File: src/ptcs_pkg.sv
`timescale 1ns / 1ps

package ptcs_pkg;

  // Default depth of the result queue between the classifier and the output stage.
  localparam int unsigned FIFO_DEPTH = 4;

  // Kind of the chunk that is currently open.
  typedef enum logic [2:0] {
    KIND_IDLE     = 3'd0,
    KIND_FIRST    = 3'd1,
    KIND_LETTERS  = 3'd2,
    KIND_PUNCT    = 3'd3,
    KIND_SPACES   = 3'd4,
    KIND_CONTRACT = 3'd5
  } kind_e;

  // Decision for one incoming byte: does it continue the chunk, and what comes next.
  typedef struct packed {
    logic  cont;
    kind_e nk;
  } step_t;

  // One result transaction.
  typedef struct packed {
    logic [7:0] data;
    logic       start;
    logic       fin;
  } result_t;

  // Results produced by one accepted item, oldest in first.
  typedef struct packed {
    logic [1:0] count;
    result_t    first;
    result_t    second;
  } push_pair_t;

  localparam logic [7:0] CH_APOS  = 8'h27;
  localparam logic [7:0] CH_SPACE = 8'h20;
  localparam logic [7:0] CH_TAB   = 8'h09;
  localparam logic [7:0] CH_LF    = 8'h0A;
  localparam logic [7:0] CH_VT    = 8'h0B;
  localparam logic [7:0] CH_FF    = 8'h0C;
  localparam logic [7:0] CH_CR    = 8'h0D;
  localparam logic [7:0] CH_NONE  = 8'h00;

  function automatic logic [7:0] to_low(input logic [7:0] b);
    to_low = (b >= 8'h41 && b <= 8'h5A) ? b + 8'd32 : b;
  endfunction

  function automatic logic is_space(input logic [7:0] b);
    is_space = (b == CH_SPACE) || (b == CH_TAB) || (b == CH_LF) || (b == CH_CR) ||
               (b == CH_FF) || (b == CH_VT);
  endfunction

  function automatic logic is_alpha(input logic [7:0] b);
    logic [7:0] l;
    l = to_low(b);
    is_alpha = (l >= 8'h61 && l <= 8'h7A) || b[7];
  endfunction

  function automatic logic is_digit(input logic [7:0] b);
    is_digit = (b >= 8'h30 && b <= 8'h39);
  endfunction

  function automatic logic is_punct(input logic [7:0] b);
    is_punct = !is_space(b) && !is_alpha(b) && !is_digit(b);
  endfunction

  function automatic logic is_lead(input logic [7:0] b);
    is_lead = !is_alpha(b) && !is_digit(b) && (b != CH_LF) && (b != CH_CR);
  endfunction

  // Second letter of a two-letter contraction ('re 've 'll), or none.
  function automatic logic [7:0] second_of(input logic [7:0] lowered);
    case (lowered)
      8'h72:   second_of = 8'h65;
      8'h76:   second_of = 8'h65;
      8'h6C:   second_of = 8'h6C;
      default: second_of = CH_NONE;
    endcase
  endfunction

  // One-letter contraction tails: 's 't 'm 'd.
  function automatic logic is_single_tail(input logic [7:0] lowered);
    is_single_tail = (lowered == 8'h73) || (lowered == 8'h74) ||
                     (lowered == 8'h6D) || (lowered == 8'h64);
  endfunction

  // The open chunk is the single byte c; decide what byte b does to it.
  function automatic step_t after_first(input logic [7:0] c, input logic [7:0] b);
    step_t      r;
    logic [7:0] lb;
    lb     = to_low(b);
    r.cont = 1'b0;
    r.nk   = KIND_FIRST;
    if (is_alpha(c)) begin
      if (is_alpha(b)) begin
        r.cont = 1'b1;
        r.nk   = KIND_LETTERS;
      end
    end else if (is_digit(c)) begin
      r.cont = 1'b0;
    end else if (c == CH_APOS && second_of(lb) != CH_NONE) begin
      r.cont = 1'b1;
      r.nk   = KIND_CONTRACT;
    end else if (c == CH_APOS && is_single_tail(lb)) begin
      r.cont = 1'b1;
      r.nk   = KIND_IDLE;
    end else if (is_lead(c) && is_alpha(b)) begin
      r.cont = 1'b1;
      r.nk   = KIND_LETTERS;
    end else if (is_space(c)) begin
      if (c == CH_SPACE && is_punct(b)) begin
        r.cont = 1'b1;
        r.nk   = KIND_PUNCT;
      end else if (is_space(b)) begin
        r.cont = 1'b1;
        r.nk   = KIND_SPACES;
      end
    end else if (is_punct(b)) begin
      r.cont = 1'b1;
      r.nk   = KIND_PUNCT;
    end
    after_first = r;
  endfunction

endpackage

File: src/ptcs_front.sv
`timescale 1ns / 1ps

module ptcs_front (
  input  logic                 clk_i,
  input  logic                 rst_ni,
  input  logic                 push_i,
  input  logic                 full_i,
  input  logic [7:0]           text_byte_i,
  input  logic                 end_of_text_i,
  output ptcs_pkg::push_pair_t wr_o
);

  ptcs_pkg::kind_e kind_q, kind_d;
  logic            held_q, held_d;
  logic            fixed_q, fixed_d;
  logic            long_q, long_d;
  logic [7:0]      lead_q, lead_d;
  logic [7:0]      held_byte_q, held_byte_d;

  ptcs_pkg::step_t   step;
  ptcs_pkg::result_t rel_item;
  ptcs_pkg::result_t new_item;
  logic              accept;
  logic              rel_v;
  logic              rel_start;
  logic              hold;

  assign accept = push_i && !full_i;

  always_comb begin
    step.cont = 1'b0;
    step.nk   = ptcs_pkg::KIND_FIRST;
    rel_v     = 1'b0;
    rel_start = 1'b0;
    if (kind_q == ptcs_pkg::KIND_SPACES && held_q) begin
      // A held whitespace byte goes out now; it starts a chunk only when it
      // is split off the end of a longer run.
      rel_v = 1'b1;
      if (ptcs_pkg::is_space(text_byte_i)) begin
        step.cont = 1'b1;
        step.nk   = ptcs_pkg::KIND_SPACES;
      end else begin
        rel_start = long_q;
        step      = ptcs_pkg::after_first(held_byte_q, text_byte_i);
      end
    end else begin
      case (kind_q)
        ptcs_pkg::KIND_FIRST: begin
          step = ptcs_pkg::after_first(lead_q, text_byte_i);
        end
        ptcs_pkg::KIND_LETTERS: begin
          step.cont = ptcs_pkg::is_alpha(text_byte_i);
          step.nk   = ptcs_pkg::KIND_LETTERS;
        end
        ptcs_pkg::KIND_PUNCT: begin
          step.cont = ptcs_pkg::is_punct(text_byte_i);
          step.nk   = ptcs_pkg::KIND_PUNCT;
        end
        ptcs_pkg::KIND_CONTRACT: begin
          if (fixed_q) begin
            if (ptcs_pkg::to_low(text_byte_i) == ptcs_pkg::second_of(lead_q)) begin
              step.cont = 1'b1;
              step.nk   = ptcs_pkg::KIND_IDLE;
            end else begin
              step.cont = ptcs_pkg::is_alpha(text_byte_i);
              step.nk   = ptcs_pkg::KIND_LETTERS;
            end
          end
        end
        default: begin
          step.cont = 1'b0;
        end
      endcase
    end
    if (!step.cont) begin
      step.nk = ptcs_pkg::KIND_FIRST;
    end
    hold = (step.nk == ptcs_pkg::KIND_SPACES) && !end_of_text_i;
  end

  always_comb begin
    rel_item.data  = held_byte_q;
    rel_item.start = rel_start;
    rel_item.fin   = 1'b0;
    new_item.data  = text_byte_i;
    new_item.start = !step.cont;
    new_item.fin   = end_of_text_i;

    wr_o.first  = rel_v ? rel_item : new_item;
    wr_o.second = new_item;
    wr_o.count  = accept ? ({1'b0, rel_v} + {1'b0, !hold}) : 2'd0;
  end

  always_comb begin
    kind_d      = kind_q;
    held_d      = held_q;
    fixed_d     = fixed_q;
    long_d      = long_q;
    lead_d      = lead_q;
    held_byte_d = held_byte_q;
    if (accept) begin
      held_d  = hold;
      fixed_d = 1'b0;
      long_d  = hold;
      if (hold) begin
        held_byte_d = text_byte_i;
        kind_d      = ptcs_pkg::KIND_SPACES;
      end else if (end_of_text_i) begin
        kind_d = ptcs_pkg::KIND_IDLE;
      end else begin
        kind_d = step.nk;
        if (step.nk == ptcs_pkg::KIND_FIRST) begin
          lead_d = text_byte_i;
        end else if (step.nk == ptcs_pkg::KIND_CONTRACT) begin
          lead_d  = ptcs_pkg::to_low(text_byte_i);
          fixed_d = 1'b1;
        end
      end
    end
  end

  always_ff @(posedge clk_i or negedge rst_ni) begin
    if (!rst_ni) begin
      kind_q  <= ptcs_pkg::KIND_IDLE;
      held_q  <= 1'b0;
      fixed_q <= 1'b0;
      long_q  <= 1'b0;
    end else begin
      kind_q  <= kind_d;
      held_q  <= held_d;
      fixed_q <= fixed_d;
      long_q  <= long_d;
    end
  end

  always_ff @(posedge clk_i) begin
    lead_q      <= lead_d;
    held_byte_q <= held_byte_d;
  end

  a_held_in_spaces : assert property (@(posedge clk_i) disable iff (!rst_ni)
    held_q |-> kind_q == ptcs_pkg::KIND_SPACES)
    else $error("held byte outside a whitespace run");

  a_silent_means_held : assert property (@(posedge clk_i) disable iff (!rst_ni)
    (accept && wr_o.count == 2'd0) |=> held_q)
    else $error("accepted byte produced no result and was not held");

  a_held_released : assert property (@(posedge clk_i) disable iff (!rst_ni)
    (accept && held_q) |-> wr_o.count != 2'd0)
    else $error("held byte not released on the next byte");

endmodule

File: src/ptcs_fifo.sv
`timescale 1ns / 1ps

module ptcs_fifo #(
  parameter int unsigned Depth = ptcs_pkg::FIFO_DEPTH
) (
  input  logic                 clk_i,
  input  logic                 rst_ni,
  input  ptcs_pkg::push_pair_t wr_i,
  output logic                 full_o,
  input  logic                 rd_i,
  output logic                 valid_o,
  output ptcs_pkg::result_t    rdata_o
);

  localparam int unsigned PtrW = $clog2(Depth);
  localparam int unsigned CntW = $clog2(Depth + 1);
  localparam logic [PtrW-1:0] LastPtr = PtrW'(Depth - 1);
  localparam logic [CntW-1:0] FullLvl = CntW'(Depth - 1);

  ptcs_pkg::result_t mem_q [Depth];
  logic [PtrW-1:0]   wp_q, wp_d, wp1;
  logic [PtrW-1:0]   rp_q, rp_d;
  logic [CntW-1:0]   count_q, count_d;

  function automatic logic [PtrW-1:0] inc(input logic [PtrW-1:0] p);
    inc = (p == LastPtr) ? '0 : p + 1'b1;
  endfunction

  // Up to two entries can enter per cycle, so full leaves room for a pair.
  assign full_o  = count_q >= FullLvl;
  assign valid_o = count_q != '0;
  assign rdata_o = mem_q[rp_q];
  assign wp1     = inc(wp_q);

  always_comb begin
    wp_d    = wp_q;
    rp_d    = rp_q;
    if (wr_i.count == 2'd1) begin
      wp_d = wp1;
    end else if (wr_i.count == 2'd2) begin
      wp_d = inc(wp1);
    end
    if (rd_i) begin
      rp_d = inc(rp_q);
    end
    count_d = count_q + CntW'(wr_i.count) - CntW'(rd_i);
  end

  always_ff @(posedge clk_i or negedge rst_ni) begin
    if (!rst_ni) begin
      wp_q    <= '0;
      rp_q    <= '0;
      count_q <= '0;
    end else begin
      wp_q    <= wp_d;
      rp_q    <= rp_d;
      count_q <= count_d;
    end
  end

  always_ff @(posedge clk_i) begin
    if (wr_i.count != 2'd0) begin
      mem_q[wp_q] <= wr_i.first;
    end
    if (wr_i.count == 2'd2) begin
      mem_q[wp1] <= wr_i.second;
    end
  end

  a_no_overflow : assert property (@(posedge clk_i) disable iff (!rst_ni)
    (wr_i.count != 2'd0) |-> !full_o)
    else $error("result queue written while full");

  a_no_underflow : assert property (@(posedge clk_i) disable iff (!rst_ni)
    rd_i |-> count_q != '0)
    else $error("result queue read while empty");

endmodule

File: src/ptcs_back.sv
`timescale 1ns / 1ps

module ptcs_back (
  input  logic              clk_i,
  input  logic              rst_ni,
  input  logic              q_valid_i,
  input  ptcs_pkg::result_t q_data_i,
  output logic              q_rd_o,
  input  logic              pop_i,
  output logic              empty_o,
  output ptcs_pkg::result_t out_o
);

  logic              valid_q, valid_d;
  ptcs_pkg::result_t data_q;
  logic              take;

  assign take    = pop_i && valid_q;
  assign q_rd_o  = q_valid_i && (!valid_q || take);
  assign valid_d = q_rd_o || (valid_q && !take);
  assign empty_o = !valid_q;
  assign out_o   = data_q;

  always_ff @(posedge clk_i or negedge rst_ni) begin
    if (!rst_ni) begin
      valid_q <= 1'b0;
    end else begin
      valid_q <= valid_d;
    end
  end

  always_ff @(posedge clk_i) begin
    if (q_rd_o) begin
      data_q <= q_data_i;
    end
  end

endmodule

File: src/pretokenizer_chunk_splitter.sv
`timescale 1ns / 1ps

// Pre-tokenizer chunk splitter. Text enters one byte per transaction (push/full)
// with end_of_text_i on its last byte, and every byte leaves unchanged and in
// order (empty/pop) with chunk_start_o marking the first byte of each pre-token
// chunk: apostrophe contractions, letter runs with an optional lead byte, single
// digits, punctuation runs with an optional leading space, and whitespace runs
// whose last space is split off before a non-space byte. A whitespace byte inside
// a run is held back until the next byte decides where it belongs; the final byte
// flushes it and returns the splitter to idle for the next text. A new byte is
// accepted every cycle while full is low: the classifier decides each byte in
// the cycle it arrives and writes zero, one or two results into a small result
// queue, and an output register presents the oldest result. full rises when
// fewer than two queue slots are free, so with pop held high the stream runs at
// one byte per cycle. A released result is written into the queue and then
// passes through the output register; when a transaction releases two results,
// the second replaces the first in the output register as the first is popped.

module pretokenizer_chunk_splitter #(
  parameter int unsigned FifoDepth = ptcs_pkg::FIFO_DEPTH
) (
  input  logic       clk_i,
  input  logic       rst_ni,
  input  logic       push,
  output logic       full,
  input  logic [7:0] text_byte_i,
  input  logic       end_of_text_i,
  output logic       empty,
  input  logic       pop,
  output logic [7:0] out_byte_o,
  output logic       chunk_start_o,
  output logic       final_byte_o
);

  ptcs_pkg::push_pair_t wr;
  ptcs_pkg::result_t    q_data;
  ptcs_pkg::result_t    out_item;
  logic                 q_valid;
  logic                 q_rd;

  // Classifier: holds the chunk state and decides the flag of each byte.
  ptcs_front u_front (
    .clk_i         (clk_i),
    .rst_ni        (rst_ni),
    .push_i        (push),
    .full_i        (full),
    .text_byte_i   (text_byte_i),
    .end_of_text_i (end_of_text_i),
    .wr_o          (wr)
  );

  // Result queue that takes a released byte and the new byte in the same cycle.
  ptcs_fifo #(
    .Depth (FifoDepth)
  ) u_fifo (
    .clk_i   (clk_i),
    .rst_ni  (rst_ni),
    .wr_i    (wr),
    .full_o  (full),
    .rd_i    (q_rd),
    .valid_o (q_valid),
    .rdata_o (q_data)
  );

  // Output register facing the consumer.
  ptcs_back u_back (
    .clk_i     (clk_i),
    .rst_ni    (rst_ni),
    .q_valid_i (q_valid),
    .q_data_i  (q_data),
    .q_rd_o    (q_rd),
    .pop_i     (pop),
    .empty_o   (empty),
    .out_o     (out_item)
  );

  assign out_byte_o    = out_item.data;
  assign chunk_start_o = out_item.start;
  assign final_byte_o  = out_item.fin;

endmodule
File: config.mk
export PLATFORM = sky130hd
export DESIGN_NAME = pretokenizer_chunk_splitter
export DESIGN_NICKNAME = d
export VERILOG_FILES = /design/src/ptcs_pkg.sv /design/src/ptcs_front.sv /design/src/ptcs_fifo.sv /design/src/ptcs_back.sv /design/src/pretokenizer_chunk_splitter.sv
export SDC_FILE = /design/constraint.sdc
export NUM_CORES = 1
export LEC_CHECK = 0
export BUFFER_PORTS_ARGS = -buffer_cell sky130_fd_sc_hd__buf_2
export CORE_MARGIN = 5
export CORE_UTILIZATION = 61
export DETAILED_ROUTE_END_ITERATION = 16
export PLACE_DENSITY = 0.91
export SETUP_SLACK_MARGIN = 0.02
export SYNTH_ARGS = -nofsm -noshare
export SYNTH_HDL_FRONTEND = slang
export SYNTH_SLANG_ARGS = --single-unit
File: constraint.sdc
create_clock -name clk_i -period 5.3 [get_ports clk_i]
set_input_delay 0.53 -clock clk_i [delete_from_list [all_inputs] [get_ports clk_i]]
set_output_delay 0.53 -clock clk_i [all_outputs]
set_load 0.005 [all_outputs]
**Word-level counts from Yosys, hierarchy flattened**

Memories as Yosys holds them, arrays and structs flattened. A register that Yosys moved wholly into a read port is not among the register bits.
Cells that the tools add are included.

- Add/sub/neg operators: 9
- $mul: 0
- Div/mod/pow operators: 0
- $lt $le $gt $ge: 19
- Eq/ne operators: 48
- Shifts and indexed selects: 0
- Muxes and demuxes: 64
- Bitwise operators: 2
- Reductions and logical operators: 77

Operators by type and width:

| kind | count |
|---|---|
| 8-bit 2-to-1 mux | 16 |
| 8-bit by 4-bit == test with 1-bit output (second input constant) | 15 |
| 8-bit by 7-bit == test with 1-bit output (second input constant) | 10 |
| 4-bit 2-to-1 mux | 19 |
| 8-bit by 7-bit greater-or-equal comparator with 1-bit output (second input constant) | 6 |
| 8-bit by 7-bit <= comparator with 1-bit output (second input constant) | 6 |
| 8-bit by 6-bit == test with 1-bit output (second input constant) | 5 |
| 8-bit by 4-bit != test with 1-bit output (second input constant) | 4 |
| 1-bit logical AND | 31 |
| 7-bit one-hot mux with 2 select lines | 2 |
| 8-bit by 6-bit adder with 8-bit output (second input constant) | 3 |
| 8-bit by 6-bit greater-or-equal comparator with 1-bit output (second input constant) | 3 |
| 8-bit by 6-bit <= comparator with 1-bit output (second input constant) | 3 |
| 1-bit logical OR | 23 |
| 8-bit nonzero test | 2 |
| 3-bit 2-to-1 mux | 5 |
| 1-bit logical NOT | 13 |
| 1-bit 2-to-1 mux | 13 |
| 3-bit == test (second input constant) | 4 |
| 2-bit 2-to-1 mux | 6 |
| 3-bit one-hot mux with 4 select lines | 1 |
| 10-bit 2-to-1 mux | 1 |
| 2-bit == test (second input constant) | 4 |
| 8-bit == test | 1 |
| 15 further kinds | 23 |

- Flip-flop bits (word level): 29
- Latch bits: 0
- Memory bits (writable): 40
- Memory bits (read-only): 0
- Output and inout bits: 12
- Memories kept: 1

Memories:

| name | depth | bits a word | rd ports | clocked after memory_dff | write ports | line | text |
|---|---|---|---|---|---|---|---|
| u_fifo.mem_q | 4 | 10 | 1 | 1 | 2 | ptcs_fifo.sv:20 | `ptcs_pkg::result_t mem_q [Depth];` |

**Longest topological paths before layout**

Gate-level depths: netlist of run 1.

- Word-level depth: 28
- Depth in mapped cells: 20
- Depth with buffers taken out: 19

**By module**

From an unflattened synthesis of run 1, not the netlist that was laid out.

- Cells, all modules: 422
- Area total of the unflattened synthesis: 4949.7 um^2

Modules (own cells, without submodules):

| module | instances | cells an instance | area an instance (um^2) |
|---|---|---|---|
| ptcs_fifo | 1 | 150 | 2469.9 |
| ptcs_front | 1 | 257 | 2132.0 |
| ptcs_back | 1 | 15 | 347.8 |

**Worst setup path after synthesis of run 1**

Ideal clock, no wire load.

- Path type: input -> register
- Start point: input text_byte_i[5]
- End point: memory u_fifo.mem_q[2][0] (netlist name) (enable)
- Arrival: 4356 ps
- Required time: 4909 ps
- Slack: 554 ps
- Stages on the path: 17
- Path buffers: 1
- Path through: buf_2 > inv_1 > ha_1 > nand2b_1 > nor4_4 > o31ai_4 > o31ai_4 > o211ai_2 > a211o_1 > a32o_1 > nand2b_4 > or3_1 > ha_1 > and3_1 > inv_1 > ha_1 > o21ai_0

RTL lines:

| element | line | text |
|---|---|---|
| from (decl) | pretokenizer_chunk_splitter.sv:26 | `input logic [7:0] text_byte_i,` |
| to (decl) | ptcs_fifo.sv:20 |  |

==> summary.md, run 1 <==
| Metric | Value |
|---|---|
| CTS H-tree lvls | 3 |
| Final Skew | around 0.010 ns |
| Synthesized area | 0.00475 mm^2 |
| Vias in the first global route | 3347 |
| Nets | 472 |
| Routed wire length | just under 10000 um |
| Routed Antenna Nets | 0 |
| First-pass GRT wire length | 16700 um |
| Worst-Margin Slew | 0.756 ns |
| Most frequent cells in the layout | edfxtp_1 (66), nand2_1 (36), nor2_1 (31), mux2_2 (31), inv_1 (25) |
| Fillcell total | 529 |
| Post-route setup TNS | 0 ns |
| DR vias | about 3400 |
| Slowest stage delay, CP | slightly below 0.5 ns |
| Worst EP arrival | 4.93 ns |
| Post-CTS setup buffer count | 0 |
| Status | finished, final reports clean |
| GPL Wtd Cong | slightly below 1 |
| DRC Markers | 0 |
| Leakage power | 0.00200 uW |
| Hold Path Class | in2async |
| Total of max-cap violations | 0 |
| IO buf count | 24 |
| Largest net degree at the start of global routing | 19 |
| Critical Path Start Type | flip-flop |
| CP bufs+invs | 2 |
| CP Cell Sequence | inv_1 > ha_1 > xor2_1 > a2111oi_0 > a21oi_1 > a31o_1 > nand2b_1 > a211o_1 > a32o_1 > nand2b_4 > or3_1 > ha_1 > and3_1 > inv_1 > ha_1 > nand2_1 > nand2_1 > mux2_2 |
| Gate Count Post-Synth | ~410 |
| Post-synth top flop | edfxtp_1 |
| Clock power share | 0.271 |
| DIE HEIGHT | 98.3 um |
| Register area share after synthesis | 0.485 |
| Relative slew slack | 0.494 |
| Grt total ovfl | 0 |
| CTS Sinks | between 70 and 80 |
| Pins over their slew limit | 0 |
| Total track usage | 0.220 |
| CTS tree | yes |
| I/O pin cnt | 25 |
| Clk root buf | clkbuf_8 |
| Core area | 0.00765 mm^2 |
| Fin. Hold Viols | 0 |
| Slowest-stage cell, CP | edfxtp_1 |
| Top delay family on crit path | compound AO/OA/AOI/OAI gates |
| Synthesized Nets | 447 |
| Switch share | 0.304 |
| Unrepaired setup endpoints after global routing | false |
| Post-CTS resize count | 0 |
| Max frequency | 207 MHz |
| Final min period | between 4 and 5 ns |
| Setup violators final | 0 |
| Most common cell after layout, fill and taps aside | edfxtp_1 |
| Vias/cell | a little over 6 |
| Syn avg cell area | 11.6 um^2 |
| CTS clk-pin slew, worst paths | 0.09 ns |
| Crit Path Max Fanout | 10 |
| Cell mode on critical path | ha_1 |
| Power per Cell Area | 387 mW/mm^2 |
| Avg WL per Cell | 18.3 um |
| Combinational group share of total power | 0.277 |
| Power Internal | ~1400 uW |
| Layout area overhead | 9.76% |
| Clk buf depth | 2 |
| CTS buffer count | 9 |
| Reg power frac | 0.452 |
| Total power draw | 2020 uW |
| Hold buffers post-CTS | 0 |
| Starting DRT DRC Count | 206 |
| Synth Warn # | 0 |
| Layout cells sized above 1 | 0.231 |
| Critical path class | reg2reg |
| Share of synthesized flip-flops with an asynchronous set or reset | 0.165 |
| Yosys reg bits | 79 |
| Max IR drop VDD | 0.150 mV |
| Die X | 98.3 um |
| Hpwl dp | 7250 um |
| Antenna cells | 0 |
| DR pass1 iterations | 4 |
| Num rows | 32 |
| Clk_lat worst skew | 0.36 ns |
| Post-synth cell types | 65 |
| Worst EP required | 5.41 ns |
| Sw power | 615 uW |
| Initial antenna violation count | 0 |
| Die ar. | 0.00966 mm^2 |
| Initial core utilization | 0.622 |
| Final period util | 0.910 |
| Crit end category | flip-flop |
| Post-synth EDFFs | 66 |
-- synth_stat cells, drive strengths merged, types with 5 or more instances --
cell type,n,area (um^2)
clkbuf,9,33.8
a21oi,15,75.1
nand3,11,55.1
nor2,31,116
and2,6,37.5
buf,8,45.0
a31oi,5,37.5
nand2b,9,63.8
nand2,37,141
xnor2,6,52.6
inv,26,97.6
ha,22,275
nor3,11,60.1
edfxtp,66,1980
mux2i,5,50.1
dfrtp,13,325
mux4,10,225
o21ai,23,115
mux2,31,349
-- power by group through the flow --
stage,clock network [uW],registers [uW],logic (uW)
4_1_cts,556,916,565
3_3_place_gp,0,922,524
2_1_floorplan,0,885,426
5_1_grt,585,932,629
3_5_place_dp,0,929,555
6_report,547,914,560
-- path summary, 6_finish.rpt --
| kind | from | to | slack (ns) | depth (start not counted) |
|---|---|---|---|---|
| min | rst_ni | u_front.kind_q[2] | 0.03 | 1 |
| min in group clk_i | pop | u_back.valid_q | 0.40 | 2 |
| max reg2reg | u_front.lead_q[5] | u_fifo.mem_q[1][5] | 0.48 | 18 |
| max in group asynchronous | rst_ni | u_fifo.wp_q[1] | 5.05 | 1 |
| min reg2reg | u_front.long_q | u_front.long_q | 0.50 | 2 |
| max | u_front.lead_q[5] | u_fifo.mem_q[1][5] | 0.48 | 18 |
-- kinds of logic (layout without fill, tap and decap cells) --
| kind of cell | count (synthesis) | after routing | share of synthesized area |
|---|---|---|---|
| compound gates | 83 | 83 | 0.128 |
| xor+xnor | 8 | 8 | 0.0147 |
| fa+ha+maj | 23 | 23 | 0.0621 |
| buf+inv | 43 | 73 | 0.0371 |
| flops | 79 | 79 | 0.485 |
| mux | 46 | 46 | 0.131 |
| simple gates | 129 | 129 | 0.141 |
-- sequential cells by signal (all words and copies together) (netlist names) --
register             count
u_fifo.rp_q              2
u_fifo.wp_q              2
u_fifo.count_q           3
u_front.lead_q           8
u_front.held_byte_q      8
u_front.long_q           1
u_back.valid_q           1
u_fifo.mem_q            40
u_back.out_o            10
u_front.fixed_q          1
u_front.kind_q           3
-- area by class of cell --
type	instances	area (um^2)	share of cell area
clock buffer	9	124	0.0237
clock inverter	7	119	0.0228
inverter	26	97.6	0.0187
multi-input combinational	289	2270	0.435
sequential	79	2310	0.442
tap	102	128	0.0245
timing repair buffer	31	173	0.0331
-- per-stage QoR --
| step | instance area [um^2] | setup WS [ns] | instances | hold WS [ns] | util |
|---|---|---|---|---|---|
| 3_3_place_gp | 4980 | 0.353 | 527 | 0.424 | 0.651 |
| 2_1_floorplan | 4750 | 0.554 | 411 | 0.234 | - |
| 5_1_grt | 5220 | 0.200 | 543 | 0.0565 | 0.682 |
| 4_1_cts | 5220 | 0.506 | 543 | 0.0273 | 0.682 |
| 3_5_place_dp | 4980 | 0.187 | 527 | 0.425 | 0.651 |
| 6_report | 5220 | 0.478 | 543 | 0.0325 | 0.682 |
-- metal layers --
layer  track usage  vias up  share of wire
met4        0.0861        0          0.024
met3        0.0457       22          0.056
li1              -     1590              -
met1         0.280     1619           0.41
met5             0        -              0
met2         0.368      126           0.51
(Power assumes the default switching activity.)
==> inputs of run 2 (changes only) <==
Settings changed: HOLD_SLACK_MARGIN from default to 0.15.
==> run 2 against run 1 <==
Against the previous run:
- worst hold slack better by 0.37 ns
- count of clock-buffer cells in the layout stayed put
- via count hardly changed
- highest routed layer unchanged
==> summary.md, run 2 (synthesis gave the netlist of run 1 again) <==
| Metric | Value |
|---|---|
| Status | finished, final reports clean |
| Relative slew slack | 0.490 (-0.00423) |
| Routed Antenna Nets | 0 (unchanged) |
| Cell mode on critical path | ha_1 |
| Largest net degree at the start of global routing | 19 (unchanged) |
| Vias in the first global route | 3343 (-0.12%) |
| Top delay family on crit path | simple AND/OR/NAND/NOR gates |
| Unrepaired setup endpoints after global routing | false |
| DR vias | 3354 (-0.089%) |
| Slowest stage delay, CP | 0.49 ns (about the same) |
| Critical path class | reg2reg |
| First-pass GRT wire length | 16700 um (+0.37%) |
| Hold Path Class | in2reg |
| Num rows | 32 (unchanged) |
| DRC Markers | 0 (unchanged) |
| Top sig layer | met4 |
| Clk buf depth | 2 (unchanged) |
| Power per Cell Area | 387 mW/mm^2 (about the same) |
| Starting DRT DRC Count | 247 (+20%) |
| Nets | 473 (+0.21%) |
| I/O pin cnt | 25 (unchanged) |
| WL met2 | 5080 um (+0.40%) |
| Critical Path Start Type | flip-flop |
| Final Skew | 0.0134 ns (+0.00296 ns) |
| Slowest-stage cell, CP | edfxtp_1 |
| CP Cell Sequence | inv_1 > ha_1 > xor2_1 > a2111oi_0 > a21oi_1 > a31o_1 > nand2b_1 > a211o_1 > a32o_1 > nand2b_4 > or3_1 > ha_1 > and3_1 > inv_1 > ha_1 > nand2_1 > nand2_1 > mux2_2 |
| Initial antenna violation count | 0 (unchanged) |
| Max reg flops | 40 (unchanged) |
| Max frequency | 207 MHz (-0.16%) |
| GPL Wtd Cong | 0.970 (unchanged) |
| Avg WL per Cell | 18.4 um (+0.77%) |
| CTS tree | yes |
| Layout cells sized above 1 | 0.231 (-0.000523) |
| Routed met3 length | 536 um (-4.1%) |
| Die ar. | 0.00966 mm^2 (unchanged) |
| DR pass1 iterations | 4 (unchanged) |
| Initial core utilization | 0.622 (unchanged) |
| Hpwl dp | 7250 um (unchanged) |
| Total of max-cap violations | 0 (unchanged) |
| Clk_lat worst skew | 0.37 ns (about the same) |
| Final period util | 0.911 (+0.00148) |
| Pins over their slew limit | 0 (unchanged) |
| Leakage power | 0.00200 uW (+0.21%) |
| Layout area overhead | 9.97% |
| Grt total ovfl | 0 (unchanged) |
| CTS Sinks | 79 (unchanged) |
| Total track usage | 0.221 (+0.000909) |
| Fin. Hold Viols | 0 (unchanged) |
| Die X | 98.3 um (unchanged) |
| Post-route setup TNS | 0 ns (unchanged) |
| Most common cell after layout, fill and taps aside | edfxtp_1 |
| CTS H-tree lvls | 3 (unchanged) |
| Vias/cell | 6.17 (-0.27%) |
| Clk root buf | clkbuf_8 |
| Setup violators final | 0 (unchanged) |
| Most frequent cells in the layout | edfxtp_1 (66), nand2_1 (36), nor2_1 (31), mux2_2 (31), inv_1 (25) |
| CTS buffer count | 9 (unchanged) |
| Antenna cells | 0 (unchanged) |
| Worst-Margin Slew | 0.762 ns (+0.00631 ns) |
| Crit Path Max Fanout | 10 (unchanged) |
| Total power draw | 2030 uW (+0.20%) |
| CP bufs+invs | 2 (unchanged) |
| IO buf count | 24 (unchanged) |
| DIE HEIGHT | 98.3 um (unchanged) |
| Routed wire length | 10000 um (+0.96%) |
| Final min period | 4.83 ns (+0.00783 ns) |
| Worst EP arrival | 4.94 ns (about the same) |
| Biggest register | u_fifo.mem_q |
| Max IR drop VDD | 0.151 mV (+0.48%) |
| Crit end category | flip-flop |
| DRT met1 WL | 4180 um (+2.2%) |
| Worst EP required | 5.41 ns (about the same) |
| Core area | 0.00765 mm^2 (unchanged) |
| CTS clk-pin slew, worst paths | 0.09 ns (about the same) |
==> run 2: worst paths after layout <==
kind                                         from            endpoint  slack, ns  cells past startpoint
worst min-delay path                          pop      u_back.valid_q       0.41                      2
worst min register to register    u_front.fixed_q     u_front.fixed_q       0.50                      2
min in group asynchronous                  rst_ni   u_front.kind_q[2]       0.60                      2
worst max-delay path            u_front.lead_q[5]  u_fifo.mem_q[0][3]       0.47                     18
max in group asynchronous                  rst_ni      u_fifo.wp_q[1]       4.48                      2
worst max register to register  u_front.lead_q[5]  u_fifo.mem_q[0][3]       0.47                     18
==> run 2: final cells by class <==
cell class                 count  area, um^2
inverter                      26        97.6
tap                          102         128
clock buffer                   9         124
multi-input combinational    289        2270
clock inverter                 7         119
sequential                    79        2310
timing repair buffer          32         183
fill                         528        2420
==> run 2: repair_timing <==
action | in CTS | in global routing
setup buffers | 0 | 0
hold buffers | 1 | 0
resized for setup | 0 | 0
endpoints found under the hold margin | 13 | 0
==> run 2: through the flow <==
step | instance area [um^2] | hold WS [ns] | utilization | worst slack, ns | cells
2_1_floorplan | 4750 | 0.234 | - | 0.554 | 411
4_1_cts | 5230 | 0.381 | 0.684 | 0.506 | 544
3_5_place_dp | 4980 | 0.425 | 0.651 | 0.187 | 527
6_report | 5230 | 0.406 | 0.684 | 0.470 | 544
5_1_grt | 5230 | 0.432 | 0.684 | 0.200 | 544
3_3_place_gp | 4980 | 0.424 | 0.651 | 0.353 | 527
==> run 2: where the power goes <==
group / switching (uW) / total (uW) / leakage (uW) / internal [uW]
logic: 285 / 562 / 0.00112 / 277
registers: 97.7 / 914 / 0.000765 / 816
clock network: 236 / 550 / 0.000118 / 315
total: 619 / 2030 / 0.00200 / 1410
==> run 2: routing by layer <==
| layer | vias to the layer above | global-route usage |
|---|---|---|
| li1 | 1595 | - |
| met1 | 1615 | 0.281 |
| met2 | 120 | 0.372 |
| met3 | 24 | 0.0457 |
| met4 | 0 | 0.0819 |
| met5 | - | 0 |
